## src/hw/rtl/purl_ram.sv

```systemverilog
// generic single-write, single-read ram with registered read data
module purl_ram #(
  parameter int unsigned WIDTH = 8,
  parameter int unsigned DEPTH = 16
) (
  input  logic                     clk,
  input  logic                     we,
  input  logic [$clog2(DEPTH)-1:0] waddr,
  input  logic [WIDTH-1:0]         wdata,
  input  logic [$clog2(DEPTH)-1:0] raddr,
  output logic [WIDTH-1:0]         rdata
);

  logic [WIDTH-1:0] mem [DEPTH];

  always_ff @(posedge clk) begin
    if (we) begin
      mem[waddr] <= wdata;
    end
    rdata <= mem[raddr];
  end

endmodule

```

## config.mk

```make
export PLATFORM = sky130hd
export DESIGN_NAME = purl_ram
export DESIGN_NICKNAME = d
export VERILOG_FILES = /design/src/hw/rtl/purl_ram.sv
export SDC_FILE = /design/constraint.sdc
export NUM_CORES = 1
export LEC_CHECK = 0
export BUFFER_PORTS_ARGS = -buffer_cell sky130_fd_sc_hd__buf_2
export CORE_ASPECT_RATIO = 0.8
export CORE_MARGIN = 5
export CORE_UTILIZATION = 35
export CTS_CLUSTER_SIZE = 24
export DETAILED_ROUTE_END_ITERATION = 7
export PLACE_DENSITY = 0.61
export RECOVER_POWER = 50
export SYNTH_ARGS = -nofsm -noshare
export SYNTH_HDL_FRONTEND = slang
export SYNTH_SLANG_ARGS = --single-unit
```

## constraint.sdc

```tcl
create_clock -name clk -period 2.2 [get_ports clk]
set_input_delay 0.22 -clock clk [delete_from_list [all_inputs] [get_ports clk]]
set_output_delay 0.22 -clock clk [all_outputs]
set_load 0.05 [all_outputs]
```

==> results of run 1 <==
[area by class of cell]
class / count / area [um^2] / share of cell area
Multi-Input combinational cell: 83 / 1060 / 0.173
Clock inverter: 6 / 77.6 / 0.0127
Tap cell: 184 / 230 / 0.0376
Clock buffer: 25 / 465 / 0.0761
Sequential cell: 136 / 4000 / 0.654
Timing Repair Buffer: 45 / 285 / 0.0466
[routing by layer]
| layer | global-route usage | up-vias | wire (um) |
|---|---|---|---|
| met2 | 0.176 | 64 | 4450 |
| met1 | 0.158 | 1243 | 4520 |
| met4 | 0.0385 | 0 | 68 |
| met3 | 0.0467 | 6 | 601 |
| li1 | - | 1076 | - |
| met5 | 0 | - | 0 |
[registers in the layout, indices dropped and copies added, names as in the netlist]
name	flops
rdata	8
mem	128
[cell usage after synthesis]
| cell | number | area share |
|---|---|---|
| a22oi_1 | 16 | 0.023 |
| and2_1 | 1 | 0.0012 |
| and2b_1 | 1 | 0.0015 |
| buf_2 | 3 | 0.0029 |
| buf_4 | 1 | 0.0015 |
| buf_6 | 3 | 0.0066 |
| clkdlybuf4s25_2 | 3 | 0.0058 |
| dfxtp_1 | 8 | 0.031 |
| edfxtp_1 | 128 | 0.75 |
| mux4_1 | 14 | 0.071 |
| mux4_2 | 18 | 0.079 |
| nand2_1 | 9 | 0.0066 |
| nand2b_1 | 2 | 0.0024 |
| nand3_1 | 1 | 0.00097 |
| nand3b_1 | 2 | 0.0029 |
| nor2_1 | 13 | 0.0095 |
| nor2b_1 | 1 | 0.0012 |
| nor3_1 | 4 | 0.0039 |
| or3b_2 | 1 | 0.0017 |
[placed cells by master (no fill, tap or decap)]
cell / count
edfxtp_1: 128
mux4_2: 18
clkbuf_16: 17
clkbuf_1: 17
buf_4: 17
a22oi_1: 16
buf_2: 16
mux4_1: 14
nor2_1: 13
nand2_1: 9
dfxtp_1: 8
nor3_1: 4
nand3b_1: 2
nand2b_1: 2
clkinv_1: 2
bufinv_16: 2
clkinv_2: 2
buf_12: 2
nor2b_1: 1
and2_1: 1
and2b_1: 1
nand3_1: 1
or3b_2: 1
clkbuf_8: 1
[power groups by stage]
stage                     logic, mW  registers (mW)  clock network, mW
after detailed placement      0.329            2.97                  0
after floorplan               0.147            3.02                  0
after global routing          0.347            2.92               2.79
after CTS                     0.329            2.92               2.65
final                         0.321            2.92               2.61
after global placement        0.324            2.97                  0
[worst max path at each step]
stage,start,to,slack (ps)
final,mem[5][0],rdata[0],840
after global routing,mem[6][0],rdata[0],670
after CTS,mem[5][0],rdata[0],820
after detailed placement,raddr[0],rdata[0],490
after global placement,raddr[0],rdata[0],490
after floorplan,waddr[2],mem[0][0],490
[cell families (layout without fill, tap and decap cells)]
family          count (synthesis)  in the layout  share of synthesized area
mux                            32             32                      0.150
flops                         136            136                      0.778
buf+inv                        10             76                     0.0168
compound gates                 16             16                     0.0233
simple gates                   35             35                     0.0318
==> results by group, run 1 <==
Run status
  – Outcome: finished, final reports clean

Clock tree
  – CTS sink cnt: 136
  – H-Tree Depth: 4
  – Setup bufs post-CTS: 0
  – Post-cts resize count: 0
  – Hold buffers post-CTS: 0
  – Clk buf depth: 2
  – CTS tree: done
  – CTS Root Cell: clkbuf_16
  – Clk slew on worst S/H paths: 50 ps
  – Worst skew pair latency: 400 ps
  – Num CTS Buffers: 17

Power and ir drop
  – Peak supply drop: 1.13 mV
  – LEAKAGE: 2.04 nW
  – Clock Power Share: 0.446
  – Power Total: 5.84 mW
  – Switching power: 1.15 mW
  – Power Density: 955 nW/um^2
  – Sw Ratio: 0.197
  – Pint: 4.69 mW
  – Part of the power in registers: 0.499
  – Comb power frac: 0.055

Drt
  – DRT Wirelength: between 9000 and 10000 um
  – DRC viols: 0
  – DRT Pass-1 Iters: 4
  – Detailed-route via count: between 2k and 2.5k
  – Post-DRT Antenna Nets: 0
  – DR WL/cell: approximately 20 um
  – Post-DR vias/cell: 4.99
  – Iteration-0 DRC count of the detailed router: a little over 200

Layout
  – Final Cell Area: between 6000 and 7000 um^2
  – Post-Route Utilization: 0.427
  – Fillers: 1250
  – P&R area growth vs syn: 18.9%
  – Layout cells sized above 1: 0.258
  – Post-Layout Cell Count: 479
  – N_diodes: 0
  – Final net count: 301

Timing
  – Worst hold-check slack: 334 ps
  – Final Max Tran Viols: 0
  – Final setup fails: 0
  – Measured slew at the worst slew-check pin: roughly 700 ps
  – Fmax: 734 MHz
  – Setup TNS: 0 ps
  – Setup Skew: between 4 and 5 ps
  – Endpoints failing hold: 0
  – Final Cycle Share: 0.620
  – Final min period: around 1400 ps
  – Slew headroom: 0.534
  – RSZ-0062 raised after global routing: no
  – Worst setup margin: about 840 ps

Critical path
  – Buf+Inv Stages, Crit Path: 0
  – RR Startpoint: mem[5][0]
  – R2R setup slack: 840 ps
  – Worst Path Arrival: 1650 ps
  – WS Path Type: flop to flop
  – Crit end category: flop
  – Crit-path leading delay family: multiplexers
  – Max stage delay on crit path: 560 ps
  – Reg2reg end: rdata[0]
  – Max FO, Critical Path: 1
  – Crit-path slowest cell: mux4_1
  – Crit path depth: 3
  – Critical Path Source Type: flop
  – R2r worst-path depth: 3
  – Crit path required time: 2490 ps
  – Crit-path cells: mux4_1, a22oi_1, nand2_1

Synth
  – Distinct cell type count after synthesis: 19
  – Post-Synthesis Cell Area: 5150 um^2
  – Synth Warn #: 0
  – Post-Syn Area per Cell: ~22 um^2
  – Syn nets: 247
  – Syn Inst Count: 229
  – Register area share after synthesis: 0.778
  – Synthesized flop and latch total: between 100 and 150

Floorplanning
  – I/O pin cnt: 26
  – Starting Density: 0.359
  – Die Width: 146 um
  – Chip height: 118 um
  – CORE AREA: 14300 um^2
  – Row count: 39
  – Die area: 17200 um^2

Min path
  – Hold wc startpoint: wdata[5]
  – Worst hold endpoint: mem[13][5]
  – Hold path depth: 1
  – Worst min path class: input port to flop

GRT
  – Total GRT Usage: 0.118
  – Initial antenna violation count: 0
  – Global-route wire length before repair: 15000 um
  – Grt ovf: 0
  – Vias in the first global route: 2500
  – Largest net degree at the start of global routing: 33

Place
  – Placed inst area: 5590 um^2
  – PortBufs: 25
  – Post-Place Cells: 448
  – Dpl ws: 489 ps
  – Dpl hpwl: approximately 6200 um
  – GP Congestion: 0.685

Run
  – Max cap viols: 0
(Power assumes the default switching activity.)
==> run 2, diff against run 1 <==
--- a/config.mk
+++ b/config.mk
@@ -11,7 +11,7 @@
 export CORE_UTILIZATION = 35
 export CTS_CLUSTER_SIZE = 24
 export DETAILED_ROUTE_END_ITERATION = 7
-export PLACE_DENSITY = 0.61
+export PLACE_DENSITY = 0.63
 export RECOVER_POWER = 50
 export SYNTH_ARGS = -nofsm -noshare
 export SYNTH_HDL_FRONTEND = slang
==> constraint.sdc (replaced) <==
create_clock -name clk -period 1.2 [get_ports clk]
set_input_delay 0.12 -clock clk [delete_from_list [all_inputs] [get_ports clk]]
set_output_delay 0.12 -clock clk [all_outputs]
set_load 0.05 [all_outputs]
==> run 2 against run 1 <==
Via count rose by 1.8%. Sequential power up 83%. Fmax grew 2.1%. The flow now finishes with violations (negative setup slack).
==> results by group, run 2 (synthesis gave the netlist of run 1 again) <==
Run
  – Max cap viols: 0 (unchanged)

Critical path
  – Reg2reg end: rdata[5]
  – R2r worst-path depth: 4 (+1)
  – Crit-path cells: mux4_2, a22oi_2, buf_4, nand2_2
  – RR Startpoint: mem[3][5]
  – Max FO, Critical Path: 1 (unchanged)
  – Beginning of the critical path: mem[3][5]
  – Critical Path Sink: rdata[5]
  – Crit end category: flop
  – WS Path Type: flop to flop
  – Critical Path Source Type: flop
  – Crit path required time: 1490 ps (-1000 ps)
  – R2R setup slack: -140 ps (-970 ps)
  – Max stage delay on crit path: 490 ps (-70 ps)
  – Crit-path slowest cell: mux4_2
  – Worst Path Arrival: 1620 ps (-30 ps)

Drt
  – Post-DRT Antenna Nets: 0 (unchanged)
  – Detailed-route via count: 2432 (+1.8%)
  – Post-DR vias/cell: 4.92 (-1.3%)
  – DR WL/cell: 20.8 um (+3.5%)
  – DRT Wirelength: 10300 um (+6.8%)
  – DRC viols: 0 (unchanged)
  – DRT Pass-1 Iters: 4 (unchanged)
  – Iteration-0 DRC count of the detailed router: 184 (-8.9%)

Layout
  – Layout cells sized above 1: 0.392 (+0.134)
  – Biggest register: mem
  – Max reg flops: 128 (unchanged)
  – Most frequent cells in the layout: edfxtp_1, mux4_2, buf_4, clkbuf_16, buf_2
  – Largest regs: mem (128), rdata (8)
  – P&R area growth vs syn: 23.3%
  – Final net count: 314 (+4.3%)
  – Commonest non-fill, non-tap cell in the layout: edfxtp_1
  – Final Cell Area: 6340 um^2 (+3.7%)

Power and ir drop
  – Sw Ratio: 0.200 (+0.00298)
  – Pint: 8.82 mW (+88%)
  – Switching power: 2.20 mW (+91%)
  – Power Total: 11.0 mW (+89%)
  – Clock Power Share: 0.453 (+0.007)
  – LEAKAGE: 2.11 nW (+3.2%)
  – Comb power frac: 0.061 (+0.006)
  – Power Density: 1740 nW/um^2 (+82%)
  – Part of the power in registers: 0.485 (-0.014)
  – Peak supply drop: 1.12 mV (-0.16%)

GRT
  – Largest net degree at the start of global routing: 17 (-48%)
  – Initial antenna violation count: 0 (unchanged)
  – Vias in the first global route: 2496 (-0.16%)
  – Global-route wire length before repair: 15600 um (+4.0%)
  – Total GRT Usage: 0.124 (+0.00595)
  – Grt ovf: 0 (unchanged)

Run status
  – Failing checks: negative setup slack
  – Outcome: complete, but fails checks

Floorplanning
  – Die Width: 146 um (unchanged)
  – Starting Density: 0.359 (unchanged)
  – I/O pin cnt: 26 (unchanged)
  – Row count: 39 (unchanged)
  – Chip height: 118 um (unchanged)
  – CORE AREA: 14300 um^2 (unchanged)
  – Die area: 17200 um^2 (unchanged)

Place
  – Placed inst area: 5770 um^2 (+3.2%)
  – Dpl hpwl: 6810 um (+9.5%)
  – GP Congestion: 0.744 (+8.6%)
  – PortBufs: 25 (unchanged)

Clock tree
  – Hold buffers post-CTS: 0 (unchanged)
  – Num CTS Buffers: 17 (unchanged)
  – CTS Root Cell: clkbuf_16
  – CTS tree: done
  – Clk buf depth: 2 (unchanged)
  – Clk slew on worst S/H paths: 50 ps (about the same)
  – Setup bufs post-CTS: 0 (unchanged)
  – Worst skew pair latency: 400 ps (about the same)
  – CTS sink cnt: 136 (unchanged)
  – H-Tree Depth: 4 (unchanged)

Timing
  – Fmax: 749 MHz (+2.1%)
  – Final setup fails: 8 (+8)
  – Final Cycle Share: 1.11 (+0.493)
  – Endpoints failing hold: 0 (unchanged)
  – Slew headroom: 0.460 (-0.0739)
  – Measured slew at the worst slew-check pin: 809 ps (+109 ps)
  – Final Max Tran Viols: 0 (unchanged)
  – Worst hold-check slack: 224 ps (-110 ps)
  – RSZ-0062 raised after global routing: yes
  – Final min period: 1340 ps (-27.5 ps)
  – Setup TNS: -661 ps (-661 ps)
  – Worst setup margin: -135 ps (-972 ps)
  – Setup Skew: 2.86 ps (-2.03 ps)

Min path
  – Worst min path class: input port to flop
==> run 2: cell types whose count changed in the layout (fill, tap and decap cells not counted), moves of 5 or more <==
cell	delta
clkbuf_1	-7
mux4_2	+12
mux4_1	-12
a22oi_1	-6
a22oi_2	+6
buf_4	+8
buf_12	+5
==> run 2: metrics by stage <==
| step | setup WS [ps] | instances | utilization |
|---|---|---|---|
| 2_1_floorplan | -56.3 | 229 | - |
| 3_3_place_gp | -403 | 461 | 0.402 |
| 3_5_place_dp | -433 | 461 | 0.402 |
| 4_1_cts | -143 | 493 | 0.443 |
| 5_1_grt | -191 | 493 | 0.442 |
| 6_report | -135 | 494 | 0.442 |
==> run 2: worst max-delay path, delay by kind of cell, from the launching register on <==
kind,cells,cell delay (ps)
buffers and inverters,1,150
AND/OR/NAND/NOR,1,50
flip-flops,1,380
multiplexers,1,490
AO/OA/AOI/OAI,1,160
==> run 2: power groups by stage <==
| stage | sequential [mW] | combinational [mW] | clock, mW |
|---|---|---|---|
| 2_1_floorplan | 5.54 | 0.286 | 0 |
| 3_3_place_gp | 5.44 | 0.657 | 0 |
| 3_5_place_dp | 5.45 | 0.669 | 0 |
| 4_1_cts | 5.35 | 0.689 | 5.07 |
| 5_1_grt | 5.36 | 0.725 | 5.28 |
| 6_report | 5.35 | 0.675 | 5.00 |
==> run 2: repair_timing <==
item,4_1_cts,5_1_grt
gates resized for setup,13,3
pin swaps,5,0
setup endpoints to repair,9,8
==> run 2: worst min-delay path by stage <==
stage               slack [ps]  startpoint        end  depth (start not counted)
finish                     220    wdata[3]  mem[4][3]                          1
global route               250    wdata[3]  mem[4][3]                          1
CTS                         80    wdata[3]  mem[4][3]                          1
detailed placement         520    wdata[3]  mem[4][3]                          1
global placement           510    wdata[3]  mem[4][3]                          1
floorplan                  220    wdata[0]  mem[0][0]                          0
==> run 2: area by class of cell <==
class	instances	area, um^2
timing repair buffer	58	449
tap	184	230
sequential	136	4000
fill	1216	8000
clock inverter	10	98.8
clock buffer	22	484
antenna	1	2.50
multi-input combinational	83	1080
==> run 2: metal layers <==
| layer | global-route usage | wire length, um |
|---|---|---|
| met1 | 0.175 | 4820 |
| met2 | 0.186 | 4880 |
| met3 | 0.0398 | 512 |
| met4 | 0.0315 | 72 |
| met5 | 0 | 0 |
==> run 3, diff against run 2 <==
--- a/config.mk
+++ b/config.mk
@@ -13,6 +13,7 @@
 export DETAILED_ROUTE_END_ITERATION = 7
 export PLACE_DENSITY = 0.63
 export RECOVER_POWER = 50
+export SETUP_SLACK_MARGIN = 0.02
 export SYNTH_ARGS = -nofsm -noshare
 export SYNTH_HDL_FRONTEND = slang
 export SYNTH_SLANG_ARGS = --single-unit
==> run 3 against run 2 <==
The run still ends with negative setup slack left. Final area grew 1.2%. Fmax is 5.4% higher. Sequential share of layout area shrank 0.76 points. Clock power grew 20%. Critical path depth decreased by 1. Sequential power about the same. Global-route usage rose by 0.13 points. Via count grew 3.2%. Critical endpoint is now rdata[2]. Largest power group is now clock.
==> results by group, run 3 (synthesis gave the netlist of run 1 again) <==
Timing
  – Fmax: 789 MHz (+5.4%)
  – Final min period: 1270 ps (-68.4 ps)
  – Final setup fails: 8 (unchanged)
  – Final Max Tran Viols: 0 (unchanged)
  – Worst setup margin: -67.0 ps (+68.4 ps)
  – Final Cycle Share: 1.06 (-0.0570)
  – Setup Skew: 10.9 ps (+8.02 ps)
  – Worst hold-check slack: 225 ps (+0.420 ps)
  – Measured slew at the worst slew-check pin: 991 ps (+183 ps)
  – Endpoints failing hold: 0 (unchanged)
  – Slew headroom: 0.337 (-0.123)
  – RSZ-0062 raised after global routing: yes

GRT
  – Initial antenna violation count: 0 (unchanged)
  – Total GRT Usage: 0.125 (+0.00127)
  – Global-route wire length before repair: 16000 um (+2.1%)
  – Vias in the first global route: 2645 (+6.0%)
  – Grt ovf: 0 (unchanged)
  – Largest net degree at the start of global routing: 20 (+3)

Floorplanning
  – Die Width: 146 um (unchanged)
  – I/O pin cnt: 26 (unchanged)
  – Row count: 39 (unchanged)
  – Starting Density: 0.359 (unchanged)
  – Chip height: 118 um (unchanged)
  – Die area: 17200 um^2 (unchanged)
  – CORE AREA: 14300 um^2 (unchanged)

Critical path
  – Crit end category: flop
  – Critical Path Sink: rdata[2]
  – R2R setup slack: -70 ps (+70 ps)
  – Crit path required time: 1490 ps (about the same)
  – R2r worst-path depth: 3 (-1)
  – RR Startpoint: mem[3][2]
  – Beginning of the critical path: mem[3][2]
  – Worst Path Arrival: 1560 ps (-60 ps)
  – WS Path Type: flop to flop
  – Critical Path Source Type: flop
  – Max FO, Critical Path: 1 (unchanged)
  – Reg2reg end: rdata[2]

Power and ir drop
  – Comb power frac: 0.056 (-0.005)
  – Sw Ratio: 0.193 (-0.00621)
  – Peak supply drop: 0.913 mV (-19%)
  – Switching power: 2.32 mW (+5.5%)
  – Part of the power in registers: 0.445 (-0.040)
  – Power Density: 1870 nW/um^2 (+7.6%)
  – Clock Power Share: 0.499 (+0.046)
  – Pint: 9.68 mW (+9.7%)
  – LEAKAGE: 2.14 nW (+1.3%)

Layout
  – Max reg flops: 128 (unchanged)
  – P&R area growth vs syn: 24.8%
  – Most frequent cells in the layout: edfxtp_1, mux4_2, buf_4, clkbuf_16, buf_2
  – Layout cells sized above 1: 0.413 (+0.0213)
  – Biggest register: mem
  – Final Cell Area: 6420 um^2 (+1.2%)
  – N_diodes: 0 (-1)
  – Final net count: 315 (+0.32%)
  – Commonest non-fill, non-tap cell in the layout: edfxtp_1
  – Largest regs: mem (128), rdata (8)

Drt
  – DRC viols: 0 (unchanged)
  – M1 WL: 4720 um (-2.0%)
  – Iteration-0 DRC count of the detailed router: 137 (-26%)
  – Metal2 WL: 5170 um (+5.8%)
  – DR WL/cell: 21.1 um (+1.2%)
  – DRT Wirelength: 10400 um (+1.2%)
  – Met3 wire len: 457 um (-11%)
  – Detailed-route via count: 2510 (+3.2%)
  – Top Layer Used: met4
  – Post-DR vias/cell: 5.08 (+3.2%)
  – DRT Pass-1 Iters: 4 (unchanged)
  – Post-DRT Antenna Nets: 0 (unchanged)

Clock tree
  – Setup bufs post-CTS: 0 (unchanged)
  – Clk slew on worst S/H paths: 60 ps (about the same)
  – H-Tree Depth: 4 (unchanged)
  – Worst skew pair latency: 400 ps (about the same)
  – Clk buf depth: 2 (unchanged)
  – Num CTS Buffers: 17 (unchanged)
  – CTS tree: done
  – CTS Root Cell: clkbuf_16
  – CTS sink cnt: 136 (unchanged)

Min path
  – Worst min path class: input port to flop

Place
  – PortBufs: 25 (unchanged)
  – Placed inst area: 5720 um^2 (-0.98%)
  – Dpl ws: -348 ps (+84.8 ps)
  – Dpl hpwl: 6720 um (-1.3%)
  – GP Congestion: 0.809 (+8.7%)

Run status
  – Failing checks: negative setup slack
  – Outcome: complete, but fails checks

Run
  – Max cap viols: 0 (unchanged)
run 3: cell count changes in the layout (fill, tap and decap cells not counted), sizes merged:
| cell | before | now |
|---|---|---|
| clkbuf | 33 | 31 |
| clkinvlp | 1 | 2 |
| clkinv | 7 | 2 |
| buf | 47 | 48 |
| bufinv | 2 | 7 |
| inv | 0 | 1 |
| diode | 1 | 0 |
run 3: power groups by stage:
stage | Sequential, mW | Combinational, mW | Clock [mW]
after floorplan | 5.54 | 0.297 | 0
after global placement | 5.44 | 0.644 | 0
after detailed placement | 5.44 | 0.655 | 0
after CTS | 5.35 | 0.671 | 6.11
after global routing | 5.35 | 0.715 | 6.31
final | 5.35 | 0.667 | 5.99
run 3: cell type report:
class	instances	area (um^2)
clock buffer	20	437
clock inverter	12	248
fill	1236	7920
multi-input combinational	83	1090
sequential	136	4000
tap	184	230
timing repair buffer	59	413
run 3: worst min-delay path by stage:
stage / cells after the start / end / from
2_1_floorplan: 0 / mem[0][0] / wdata[0]
3_3_place_gp: 1 / mem[6][7] / wdata[7]
3_5_place_dp: 1 / mem[6][7] / wdata[7]
4_1_cts: 1 / mem[6][7] / wdata[7]
5_1_grt: 1 / mem[4][7] / wdata[7]
6_report: 1 / mem[6][7] / wdata[7]
run 3: metal layers:
metal	GRT usage	up-vias
li1	-	1107
met1	0.173	1338
met2	0.191	59
met3	0.0329	6
met4	0.0460	0
met5	0	-
run 3: repair_timing:
| action | in CTS | in global routing |
|---|---|---|
| pin swaps | 4 | 4 |
| setup endpoints to repair | 8 | 8 |
| gates resized for setup | 7 | 6 |
| hold buffers | 0 | 0 |
run 3: per-stage QoR:
step	power, mW	instances	TNS, ps	util
CTS	12.1	494	-443	0.447
global placement	6.08	462	-11310	0.398
global route	12.4	494	-723	0.448
detailed placement	6.10	462	-11390	0.398
floorplan	5.84	229	-187	-
finish	12.0	494	-295	0.448
run 3: critical path: stages (launching register included):
cell and delay, ps:
edfxtp_1 370, mux4_2 480, a22oi_2 240, nand2_1 70
